===== config.mk =====
export PLATFORM = sky130hd
export DESIGN_NAME = tilt_angle_threshold_detector
export DESIGN_NICKNAME = d
export VERILOG_FILES = /design/src/hw/rtl/tatd_pkg.sv /design/src/hw/rtl/tatd_mul.sv /design/src/hw/rtl/tatd_angle.sv /design/src/hw/rtl/tilt_angle_threshold_detector.sv
export SDC_FILE = /design/constraint.sdc
export NUM_CORES = 2
export LEC_CHECK = 0
export BUFFER_PORTS_ARGS = -buffer_cell sky130_fd_sc_hd__clkbuf_2
export CAP_MARGIN = 5
export CORE_MARGIN = 4
export CORE_UTILIZATION = 35
export CTS_CLUSTER_DIAMETER = 150
export DETAILED_ROUTE_END_ITERATION = 12
export PLACE_DENSITY = 0.6
export RECOVER_POWER = 50
export SETUP_SLACK_MARGIN = 0.3
export SYNTH_ARGS = -nofsm -noshare
export SYNTH_HDL_FRONTEND = slang
export SYNTH_SLANG_ARGS = --single-unit
export TNS_END_PERCENT = 100

===== constraint.sdc =====
create_clock -name aclk -period 12.1 [get_ports aclk]
set_input_delay 3.025 -clock aclk [delete_from_list [all_inputs] [get_ports aclk]]
set_output_delay 3.025 -clock aclk [all_outputs]
set_load 0.005 [all_outputs]

===== src/hw/rtl/tatd_pkg.sv =====
package tatd_pkg;

    // field widths
    localparam int ACCEL_W    = 16;
    localparam int COS_W      = 16;
    localparam int STABLE_W   = 8;
    localparam int OVER_RUN_W = 16;
    localparam int CFG_IDX_W  = 1;
    localparam int CFG_DATA_W = 16;

    // parameter defaults
    localparam int SAMPLE_BITS_DEF = 16;
    localparam int RUN_BITS_DEF    = 16;

    // register indexes and reset values
    localparam logic [CFG_IDX_W-1:0] CFG_COS    = 1'd0;
    localparam logic [CFG_IDX_W-1:0] CFG_STABLE = 1'd1;
    localparam logic [COS_W-1:0]     COS_RESET    = 16'd28377;
    localparam logic [STABLE_W-1:0]  STABLE_RESET = 8'd10;

    localparam logic [OVER_RUN_W-1:0] OVER_RUN_MAX = '1;

    // shared multiplier and accumulator widths
    localparam int MUL_W   = 33;
    localparam int PROD_W  = 2 * MUL_W;
    localparam int DOT_W   = 34;
    localparam int SQ_W    = 32;
    localparam int WIDE_W  = 64;
    localparam int CMP_W   = 96;
    // dot^2 * 2^30 against c^2 * |v|^2 * |ref|^2
    localparam int Q2_SHIFT = 30;

    typedef struct packed {
        logic                      start;
        logic signed [ACCEL_W-1:0] x;
        logic signed [ACCEL_W-1:0] y;
        logic signed [ACCEL_W-1:0] z;
        logic signed [ACCEL_W-1:0] rx;
        logic signed [ACCEL_W-1:0] ry;
        logic signed [ACCEL_W-1:0] rz;
        logic [COS_W-1:0]          cos_thr;
    } angle_req_t;

    typedef struct packed {
        logic done;
        logic over;
    } angle_status_t;

endpackage


===== src/hw/rtl/tatd_mul.sv =====
module tatd_mul (
    input  logic                               aclk,
    input  logic signed [tatd_pkg::MUL_W-1:0]  a,
    input  logic signed [tatd_pkg::MUL_W-1:0]  b,
    output logic signed [tatd_pkg::PROD_W-1:0] p
);
    import tatd_pkg::*;

    logic signed [PROD_W-1:0] p_reg;

    always_ff @(posedge aclk) begin
        p_reg <= PROD_W'(a) * PROD_W'(b);
    end

    assign p = p_reg;

endmodule


===== src/hw/rtl/tatd_angle.sv =====
module tatd_angle (
    input  logic                    aclk,
    input  logic                    aresetn,
    input  tatd_pkg::angle_req_t    req,
    output tatd_pkg::angle_status_t status
);
    import tatd_pkg::*;

    localparam int STEP_W = 4;

    // product issued at each step
    localparam logic [STEP_W-1:0] S_XR  = 4'd0;
    localparam logic [STEP_W-1:0] S_YR  = 4'd1;
    localparam logic [STEP_W-1:0] S_ZR  = 4'd2;
    localparam logic [STEP_W-1:0] S_XX  = 4'd3;
    localparam logic [STEP_W-1:0] S_YY  = 4'd4;
    localparam logic [STEP_W-1:0] S_ZZ  = 4'd5;
    localparam logic [STEP_W-1:0] S_RXX = 4'd6;
    localparam logic [STEP_W-1:0] S_RYY = 4'd7;
    localparam logic [STEP_W-1:0] S_RZZ = 4'd8;
    localparam logic [STEP_W-1:0] S_CC  = 4'd9;
    localparam logic [STEP_W-1:0] S_VR  = 4'd10;
    localparam logic [STEP_W-1:0] S_DD  = 4'd11;
    localparam logic [STEP_W-1:0] S_CLO = 4'd12;
    localparam logic [STEP_W-1:0] S_CHI = 4'd13;
    localparam logic [STEP_W-1:0] S_CMP = 4'd15;

    logic                     busy_reg;
    logic [STEP_W-1:0]        step_reg;
    logic                     pv_reg;
    logic [STEP_W-1:0]        pk_reg;
    logic signed [DOT_W-1:0]  acc_reg;
    logic signed [DOT_W-1:0]  dot_reg;
    logic [SQ_W-1:0]          vv_reg;
    logic [SQ_W-1:0]          rr_reg;
    logic [SQ_W-1:0]          c2_reg;
    logic [WIDE_W-1:0]        vr_reg;
    logic [WIDE_W-1:0]        d2_reg;
    logic [CMP_W-1:0]         rhs_reg;

    logic signed [MUL_W-1:0]  op_a;
    logic signed [MUL_W-1:0]  op_b;
    logic signed [PROD_W-1:0] prod;
    logic signed [DOT_W-1:0]  acc_base;
    logic signed [DOT_W-1:0]  acc_sum;
    logic signed [MUL_W-1:0]  dot_mag;
    logic [CMP_W-1:0]         lhs;

    tatd_mul u_mul (
        .aclk (aclk),
        .a    (op_a),
        .b    (op_b),
        .p    (prod)
    );

    always_ff @(posedge aclk) begin
        if (!aresetn) begin
            busy_reg <= 1'b0;
            step_reg <= '0;
            pv_reg   <= 1'b0;
        end else begin
            pv_reg <= busy_reg && (step_reg <= S_CHI);
            if (req.start) begin
                busy_reg <= 1'b1;
                step_reg <= '0;
            end else if (busy_reg) begin
                step_reg <= step_reg + 1'b1;
                if (step_reg == S_CMP) begin
                    busy_reg <= 1'b0;
                end
            end
        end
    end

    // only read when the dot product is non-negative
    assign dot_mag = $signed({1'b0, dot_reg[SQ_W-1:0]});

    always_comb begin
        op_a = '0;
        op_b = '0;
        case (step_reg)
            S_XR:  begin op_a = MUL_W'(req.x);  op_b = MUL_W'(req.rx); end
            S_YR:  begin op_a = MUL_W'(req.y);  op_b = MUL_W'(req.ry); end
            S_ZR:  begin op_a = MUL_W'(req.z);  op_b = MUL_W'(req.rz); end
            S_XX:  begin op_a = MUL_W'(req.x);  op_b = MUL_W'(req.x);  end
            S_YY:  begin op_a = MUL_W'(req.y);  op_b = MUL_W'(req.y);  end
            S_ZZ:  begin op_a = MUL_W'(req.z);  op_b = MUL_W'(req.z);  end
            S_RXX: begin op_a = MUL_W'(req.rx); op_b = MUL_W'(req.rx); end
            S_RYY: begin op_a = MUL_W'(req.ry); op_b = MUL_W'(req.ry); end
            S_RZZ: begin op_a = MUL_W'(req.rz); op_b = MUL_W'(req.rz); end
            S_CC: begin
                op_a = $signed({{(MUL_W-COS_W){1'b0}}, req.cos_thr});
                op_b = $signed({{(MUL_W-COS_W){1'b0}}, req.cos_thr});
            end
            S_VR: begin
                op_a = $signed({1'b0, vv_reg});
                op_b = $signed({1'b0, rr_reg});
            end
            S_DD: begin
                op_a = dot_mag;
                op_b = dot_mag;
            end
            S_CLO: begin
                op_a = $signed({1'b0, c2_reg});
                op_b = $signed({1'b0, vr_reg[SQ_W-1:0]});
            end
            S_CHI: begin
                op_a = $signed({1'b0, c2_reg});
                op_b = $signed({1'b0, vr_reg[WIDE_W-1:SQ_W]});
            end
            default: begin
                op_a = '0;
                op_b = '0;
            end
        endcase
    end

    // three-term sums restart on the first product of each group
    assign acc_base = (pk_reg == S_XR || pk_reg == S_XX || pk_reg == S_RXX) ? '0 : acc_reg;
    assign acc_sum  = acc_base + prod[DOT_W-1:0];

    always_ff @(posedge aclk) begin
        pk_reg <= step_reg;
        if (pv_reg) begin
            case (pk_reg)
                S_XR, S_YR, S_XX, S_YY, S_RXX, S_RYY: acc_reg <= acc_sum;
                S_ZR:  dot_reg <= acc_sum;
                S_ZZ:  vv_reg  <= acc_sum[SQ_W-1:0];
                S_RZZ: rr_reg  <= acc_sum[SQ_W-1:0];
                S_CC:  c2_reg  <= prod[SQ_W-1:0];
                S_VR:  vr_reg  <= prod[WIDE_W-1:0];
                S_DD:  d2_reg  <= prod[WIDE_W-1:0];
                S_CLO: rhs_reg <= {{(CMP_W-WIDE_W){1'b0}}, prod[WIDE_W-1:0]};
                S_CHI: rhs_reg[CMP_W-1:SQ_W] <= rhs_reg[CMP_W-1:SQ_W] + prod[WIDE_W-1:0];
                default: begin
                end
            endcase
        end
    end

    assign lhs = {{(CMP_W-WIDE_W-Q2_SHIFT){1'b0}}, d2_reg, {Q2_SHIFT{1'b0}}};

    always_comb begin
        status.done = busy_reg && (step_reg == S_CMP);
        if (vv_reg == '0 || rr_reg == '0) begin
            status.over = 1'b0;
        end else if (dot_reg[DOT_W-1]) begin
            status.over = 1'b1;
        end else begin
            status.over = lhs < rhs_reg;
        end
    end

endmodule


===== src/hw/rtl/tilt_angle_threshold_detector.sv =====
// Tilt angle detector for 3-axis accelerometer samples. After reset or a restart
// request (op = 1) the block calibrates: each sample equal to the previous one
// adds to a match count that a mismatch does not clear, and when the count reaches
// stable_needed the sample becomes the reference vector. From then on each sample
// is flagged over-angle when the angle between it and the reference exceeds the
// limit whose cosine is cos_threshold (unsigned Q1.15), tested exactly with
// integer squares; a zero vector is never over-angle, and over_run counts
// consecutive over-angle samples with saturation. One request is in work at a
// time. A restart or calibration request passes from acceptance through the
// finish state to the result register; a tilt test first runs its 14 products,
// which go one per cycle through a single shared 33x33 multiplier, and the
// final compare. s_ready returns at the edge that loads the result; a result
// still waiting for m_ready holds the next load back. Configuration writes are
// taken in any cycle.
module tilt_angle_threshold_detector #(
    parameter int SAMPLE_BITS = tatd_pkg::SAMPLE_BITS_DEF,
    parameter int RUN_BITS    = tatd_pkg::RUN_BITS_DEF
) (
    input  logic                                  aclk,
    input  logic                                  aresetn,

    input  logic                                  s_valid,
    output logic                                  s_ready,
    input  logic                                  s_op,
    input  logic signed [tatd_pkg::ACCEL_W-1:0]   s_accel_x,
    input  logic signed [tatd_pkg::ACCEL_W-1:0]   s_accel_y,
    input  logic signed [tatd_pkg::ACCEL_W-1:0]   s_accel_z,

    output logic                                  m_valid,
    input  logic                                  m_ready,
    output logic                                  m_calibrated,
    output logic                                  m_over_angle,
    output logic [tatd_pkg::OVER_RUN_W-1:0]       m_over_run,

    input  logic                                  cfg_valid,
    output logic                                  cfg_ready,
    input  logic [tatd_pkg::CFG_IDX_W-1:0]        cfg_index,
    input  logic [tatd_pkg::CFG_DATA_W-1:0]       cfg_data
);
    import tatd_pkg::*;

    localparam int SH         = ACCEL_W - SAMPLE_BITS;
    localparam int RUN_WIDE_W = (RUN_BITS > OVER_RUN_W) ? RUN_BITS : OVER_RUN_W;

    localparam logic [1:0] ST_IDLE   = 2'd0;
    localparam logic [1:0] ST_TEST   = 2'd1;
    localparam logic [1:0] ST_FINISH = 2'd2;

    logic [1:0]                state_reg;
    logic [COS_W-1:0]          cos_reg;
    logic [STABLE_W-1:0]       stable_reg;
    logic signed [ACCEL_W-1:0] ref_x_reg, ref_y_reg, ref_z_reg;
    logic signed [ACCEL_W-1:0] prev_x_reg, prev_y_reg, prev_z_reg;
    logic [STABLE_W-1:0]       match_reg;
    logic                      have_ref_reg;
    logic [RUN_BITS-1:0]       run_reg;

    logic                      op_reg;
    logic signed [ACCEL_W-1:0] x_reg, y_reg, z_reg;
    logic                      over_reg;

    logic                      m_valid_reg;
    logic                      cal_out_reg;
    logic                      over_out_reg;
    logic [OVER_RUN_W-1:0]     run_out_reg;

    logic signed [ACCEL_W-1:0] x_sx, y_sx, z_sx;
    logic                      accept;
    logic                      finish;
    logic                      same;
    logic [STABLE_W-1:0]       match_next;
    logic                      latch;
    logic [RUN_BITS-1:0]       run_test;
    logic [RUN_BITS-1:0]       run_next;
    logic [RUN_WIDE_W-1:0]     run_wide;
    logic                      cal_next;
    logic                      over_next;

    angle_req_t                areq;
    angle_status_t             astat;

    assign x_sx = $signed(s_accel_x << SH) >>> SH;
    assign y_sx = $signed(s_accel_y << SH) >>> SH;
    assign z_sx = $signed(s_accel_z << SH) >>> SH;

    assign s_ready   = (state_reg == ST_IDLE);
    assign accept    = s_valid && s_ready;
    assign finish    = (state_reg == ST_FINISH) && (!m_valid_reg || m_ready);
    assign cfg_ready = 1'b1;

    assign areq.start   = accept && !s_op && have_ref_reg;
    assign areq.x       = x_reg;
    assign areq.y       = y_reg;
    assign areq.z       = z_reg;
    assign areq.rx      = ref_x_reg;
    assign areq.ry      = ref_y_reg;
    assign areq.rz      = ref_z_reg;
    assign areq.cos_thr = cos_reg;

    tatd_angle u_angle (
        .aclk    (aclk),
        .aresetn (aresetn),
        .req     (areq),
        .status  (astat)
    );

    always_comb begin
        same       = (x_reg == prev_x_reg) && (y_reg == prev_y_reg) && (z_reg == prev_z_reg);
        match_next = (same && match_reg != '1) ? match_reg + 1'b1 : match_reg;
        latch      = (match_next >= stable_reg);
        if (over_reg) begin
            run_test = (run_reg != '1) ? run_reg + 1'b1 : run_reg;
        end else begin
            run_test = '0;
        end

        if (op_reg) begin
            run_next  = '0;
            cal_next  = 1'b0;
            over_next = 1'b0;
        end else if (!have_ref_reg) begin
            run_next  = latch ? '0 : run_reg;
            cal_next  = latch;
            over_next = 1'b0;
        end else begin
            run_next  = run_test;
            cal_next  = 1'b1;
            over_next = over_reg;
        end
        run_wide = RUN_WIDE_W'(run_next);
    end

    // configuration registers
    always_ff @(posedge aclk) begin
        if (!aresetn) begin
            cos_reg    <= COS_RESET;
            stable_reg <= STABLE_RESET;
        end else if (cfg_valid) begin
            unique case (cfg_index)
                CFG_COS:    cos_reg    <= cfg_data[COS_W-1:0];
                CFG_STABLE: stable_reg <= cfg_data[STABLE_W-1:0];
                default: begin
                end
            endcase
        end
    end

    // request capture
    always_ff @(posedge aclk) begin
        if (accept) begin
            op_reg <= s_op;
            x_reg  <= x_sx;
            y_reg  <= y_sx;
            z_reg  <= z_sx;
        end
        if (astat.done) begin
            over_reg <= astat.over;
        end
    end

    always_ff @(posedge aclk) begin
        if (!aresetn) begin
            state_reg    <= ST_IDLE;
            ref_x_reg    <= '0;
            ref_y_reg    <= '0;
            ref_z_reg    <= '0;
            prev_x_reg   <= '0;
            prev_y_reg   <= '0;
            prev_z_reg   <= '0;
            match_reg    <= '0;
            have_ref_reg <= 1'b0;
            run_reg      <= '0;
            m_valid_reg  <= 1'b0;
        end else begin
            unique case (state_reg)
                ST_IDLE: begin
                    if (accept) begin
                        state_reg <= (!s_op && have_ref_reg) ? ST_TEST : ST_FINISH;
                    end
                end
                ST_TEST: begin
                    if (astat.done) begin
                        state_reg <= ST_FINISH;
                    end
                end
                ST_FINISH: begin
                    if (finish) begin
                        state_reg <= ST_IDLE;
                    end
                end
                default: state_reg <= ST_IDLE;
            endcase

            if (finish) begin
                run_reg <= run_next;
                if (op_reg) begin
                    prev_x_reg   <= '0;
                    prev_y_reg   <= '0;
                    prev_z_reg   <= '0;
                    match_reg    <= '0;
                    have_ref_reg <= 1'b0;
                end else if (!have_ref_reg) begin
                    prev_x_reg <= x_reg;
                    prev_y_reg <= y_reg;
                    prev_z_reg <= z_reg;
                    match_reg  <= match_next;
                    if (latch) begin
                        ref_x_reg    <= x_reg;
                        ref_y_reg    <= y_reg;
                        ref_z_reg    <= z_reg;
                        have_ref_reg <= 1'b1;
                    end
                end
            end

            if (finish) begin
                m_valid_reg <= 1'b1;
            end else if (m_ready) begin
                m_valid_reg <= 1'b0;
            end
        end
    end

    // result register
    always_ff @(posedge aclk) begin
        if (finish) begin
            cal_out_reg  <= cal_next;
            over_out_reg <= over_next;
            if (run_wide > RUN_WIDE_W'(OVER_RUN_MAX)) begin
                run_out_reg <= OVER_RUN_MAX;
            end else begin
                run_out_reg <= run_wide[OVER_RUN_W-1:0];
            end
        end
    end

    assign m_valid      = m_valid_reg;
    assign m_calibrated = cal_out_reg;
    assign m_over_angle = over_out_reg;
    assign m_over_run   = run_out_reg;

endmodule

==> key figures <==
GRT
  • Layer with the highest usage: met2
  • GR Util All Layers: between 20% and 30%
  • Initial antenna violation count: 12
  • Largest net degree at the start of global routing: approximately 120
  • Met3 Resource Use GR: between 4 and 5%
  • Total gr overflow: 0
  • GR Util met1: slightly above 30%
  • First-pass GRT wire length: about 350 mm
  • GR Util met2: 35.5%
  • Vias in the first global route: approximately 54k

Placement
  • DP Area: roughly 74,000 um2
  • Routability Congestion: around 1
  • HPWL Detailed: between 150 and 200 mm
  • Buffers on Ports: 90

Timing
  • Worst slew margin: -203%
  • Clock Skews: roughly 37 ps
  • Final setup fails: 0
  • Peak Freq: 88.9 MHz
  • Unrepaired setup endpoints after global routing: no
  • Setup TNS after final layout: 0 ps
  • Period utilization: 92.9%
  • Worst-margin pin slew: 4550 ps
  • Pins Over Slew Limit: a little under 500
  • Final hold vios: 0
  • Minimum clock period after layout: 11,240 ps

Floorplanning
  • Die ar.: about 210,000 um2
  • Floorplan Core Area: 198,000 um2
  • Boundary Pins: 92
  • Die width: about 450 um
  • Effective utilization at floorplan: a little over a third
  • Chip Height: around 450 um
  • Site row count: 163

Drt
  • Initial DRC Count: 5,476
  • Antenna Nets Post-Route: 0
  • Final wirelength: about 240 mm
  • Pre-antenna DRT Iters: 8
  • Via count: 52.7k
  • DRC: 0
  • Via density: between 5 and 6
  • Per-cell routed wire length: approximately 24 um

Setup path
  • Critical Path AT: between 10,000 and 15,000 ps
  • R2R Path Start: u_angle.step_reg[3]
  • Crit-path most repeated cell: fa_1
  • Setup CP Type: register to register
  • Worst stage delay on the critical path: 760 ps
  • Slowest stage cell, crit path: nand3_1
  • Crit. End Element: register
  • CP Max Fanout: 29
  • WP data required: 12,620 ps
  • Crit Reg-Reg Endpoint: u_angle.u_mul.p[58]
  • Reg2reg setup slack: between 800 and 900 ps
  • Startpoint Class: register
  • Reg2reg path depth: 32

Power and ir drop
  • Sw Ratio: about a quarter
  • Reg power frac: about 49%
  • Gate power share: ~8%
  • Internal power: approximately 0.004 W
  • Switching power total: 0.00133 W
  • Cell Pwr Density: slightly below 70 nW/um2
  • Static Leak: 34.5 nW
  • Maximum vdd ir drop: 93.6 uV
  • Clock power share: 43.3%

Yosys
  • Ys Warns: 0
  • Area contributors post-synth: fa_1 32%, edfxtp_1 20%, ha_1 6.9%, inv_1 6.6%, dfxtp_1 6.4%
  • Synth cell types: 90
  • Post-Syn Area: about 70,000 um2
  • Syn_nets: between 8k and 9k
  • Sequential area share after synthesis: roughly a quarter
  • Yosys top cell by area: fa_1
  • EDFF count, synth: around 460
  • FFs w/ async S/R, synth: 0%
  • Synth top cells by count: 1,225 x inv_1, 1,127 x fa_1, 903 x nand2_1
  • Post-synthesis mux area share: less than 1%
  • Synth Area in XOR/XNOR: around 2.7%
  • Post-synth top area share: between 30% and 40%
  • Dominant synthesized flop cell: edfxtp_1
  • Simple-gate share of the synthesized area: between 10% and 20%
  • Syn Area/Cell: between 9 and 10 um2
  • Combinational family with the most area after synthesis: adder cells
  • Complex-gate fraction of the synthesized area: under 10%
  • Most numerous cell in the Yosys netlist: inv_1
  • Seq cells post-synth: 677
  • Adder and majority cell fraction of the synthesized area: between 30% and 40%
  • Cell count after synthesis: between 7k and 8k

Cells and area
  • Max reg flops: 96
  • Synthesis-to-finish area growth: 8.78%
  • Layout fillers: 19.6k
  • Nets: 8,630
  • Fraction of layout cells with a size suffix above 1: a little over 6%
  • Final instance area: about 76,000 um2

Clock tree
  • Clock-pin slew on the worst setup and hold paths: about 70 ps
  • Postcts setup bufs: 0
  • Num CTS Buffers: 73
  • H-tree depth: 3
  • CTS root buf: clkbuf_16
  • TritonCTS clock tree: built
  • Clk_lat worst skew: between 600 and 700 ps
  • CTS Hold Buffers Added: 0
  • CTS max path bufs: 3
  • Clock sinks: between 600 and 700
  • Post-CTS sizing: 0

Hold path
  • Worst Hold Path EP: u_angle.pk_reg[1]
  • Hold Crit Depth: 0
  • HP Class: register to register
  • Worst Min Path Start: u_angle.step_reg[1]

Outcome
  • Failing checks: max-capacitance violations, max-slew violations
  • Status: finished, violations left

Flow run
  • Max cap viols: 10
cells by family (layout without fill, tap and decap cells):
logic type | after synthesis | after routing
AOI/OAI and AO/OA | 945 | 945
xor gates and xnor gates | 219 | 219
adders and majority gates | 1514 | 1514
buffers and inverters | 1605 | 1642
DFF | 677 | 677
muxes | 57 | 57
other | 1 | 6
and+or+nand+nor | 2048 | 2048
stage by stage:
step / std cells / utilization, % / total power [W] / setup slack [ps] / hold WS, ps
finish: 9748 / 38.4 / 0.00523 / 855 / 437
CTS: 9743 / 38.5 / 0.00526 / 1040 / 438
detailed placement: 9610 / 37.3 / 0.00300 / 1070 / 427
global placement: 9609 / 37.3 / 0.00300 / 1180 / 409
global route: 9743 / 38.4 / 0.00539 / 545 / 458
floorplan: 7066 / - / 0.00280 / 2780 / 385
layout make-up:
class | instances | area (um2) | area share [%]
multi-input combinational | 4784 | 45800 | 60.3
sequential | 677 | 18100 | 23.8
inverter | 1246 | 4680 | 6.16
tap | 2640 | 3300 | 4.35
clock buffer | 89 | 1960 | 2.58
timing repair buffer | 263 | 1670 | 2.20
clock inverter | 44 | 414 | 0.545
antenna | 5 | 12.5 | 0.0165
cell usage in the layout (no fill, tap or decap), types with 62 or more instances in the layout:
| cell type | Yosys | final |
|---|---|---|
| a22oi_1 | 99 | 99 |
| inv_1 | 1225 | 1225 |
| xor2_1 | 96 | 96 |
| o21ai_0 | 97 | 97 |
| fa_1 | 1127 | 1127 |
| nand4_1 | 62 | 62 |
| a21oi_1 | 219 | 219 |
| nor2b_1 | 160 | 159 |
| nor2_1 | 557 | 551 |
| nand3_1 | 64 | 64 |
| clkbuf_2 | 0 | 89 |
| edfxtp_1 | 455 | 455 |
| buf_4 | 1 | 145 |
| xnor2_1 | 123 | 123 |
| dfxtp_1 | 222 | 222 |
| a21o_1 | 104 | 104 |
| clkbuf_16 | 0 | 74 |
| ha_1 | 387 | 387 |
| nand2_1 | 903 | 902 |
power groups by stage:
stage | clock [W] | sequential, W | combinational [W]
after floorplan | 0 | 0.00255 | 0.000255
after global placement | 0 | 0.00258 | 0.000416
after detailed placement | 0 | 0.00258 | 0.000417
after CTS | 0.00230 | 0.00253 | 0.000420
after global routing | 0.00240 | 0.00254 | 0.000452
final | 0.00227 | 0.00254 | 0.000427
routing by layer:
metal	vias to the layer above	routed length (um)
met1	26800	94200
met5	-	43
met4	6	14000
met2	2617	105000
met3	540	21700
li1	22700	-
critical path, delay by kind of cell, from the launching register on:
kind / cells / cell delay [ps]
xor gates and xnor gates: 1 / 150
AOI/OAI and AO/OA: 6 / 2100
adders and majority gates: 9 / 4360
and+or+nand+nor: 10 / 2250
buffers and inverters: 6 / 1530
DFF: 1 / 690
how the worst max path moves through the flow:
stage                                    from  depth (start not counted)                   to
final                     u_angle.step_reg[3]                         32  u_angle.u_mul.p[58]
after global routing      u_angle.step_reg[3]                         33  u_angle.u_mul.p[63]
after CTS                 u_angle.step_reg[1]                         33  u_angle.u_mul.p[63]
after detailed placement  u_angle.step_reg[1]                         31  u_angle.u_mul.p[58]
after global placement    u_angle.step_reg[2]                         31  u_angle.u_mul.p[63]
after floorplan           u_angle.step_reg[0]                         29  u_angle.u_mul.p[63]
No activity file was read; power rests on OpenSTA's default activity.
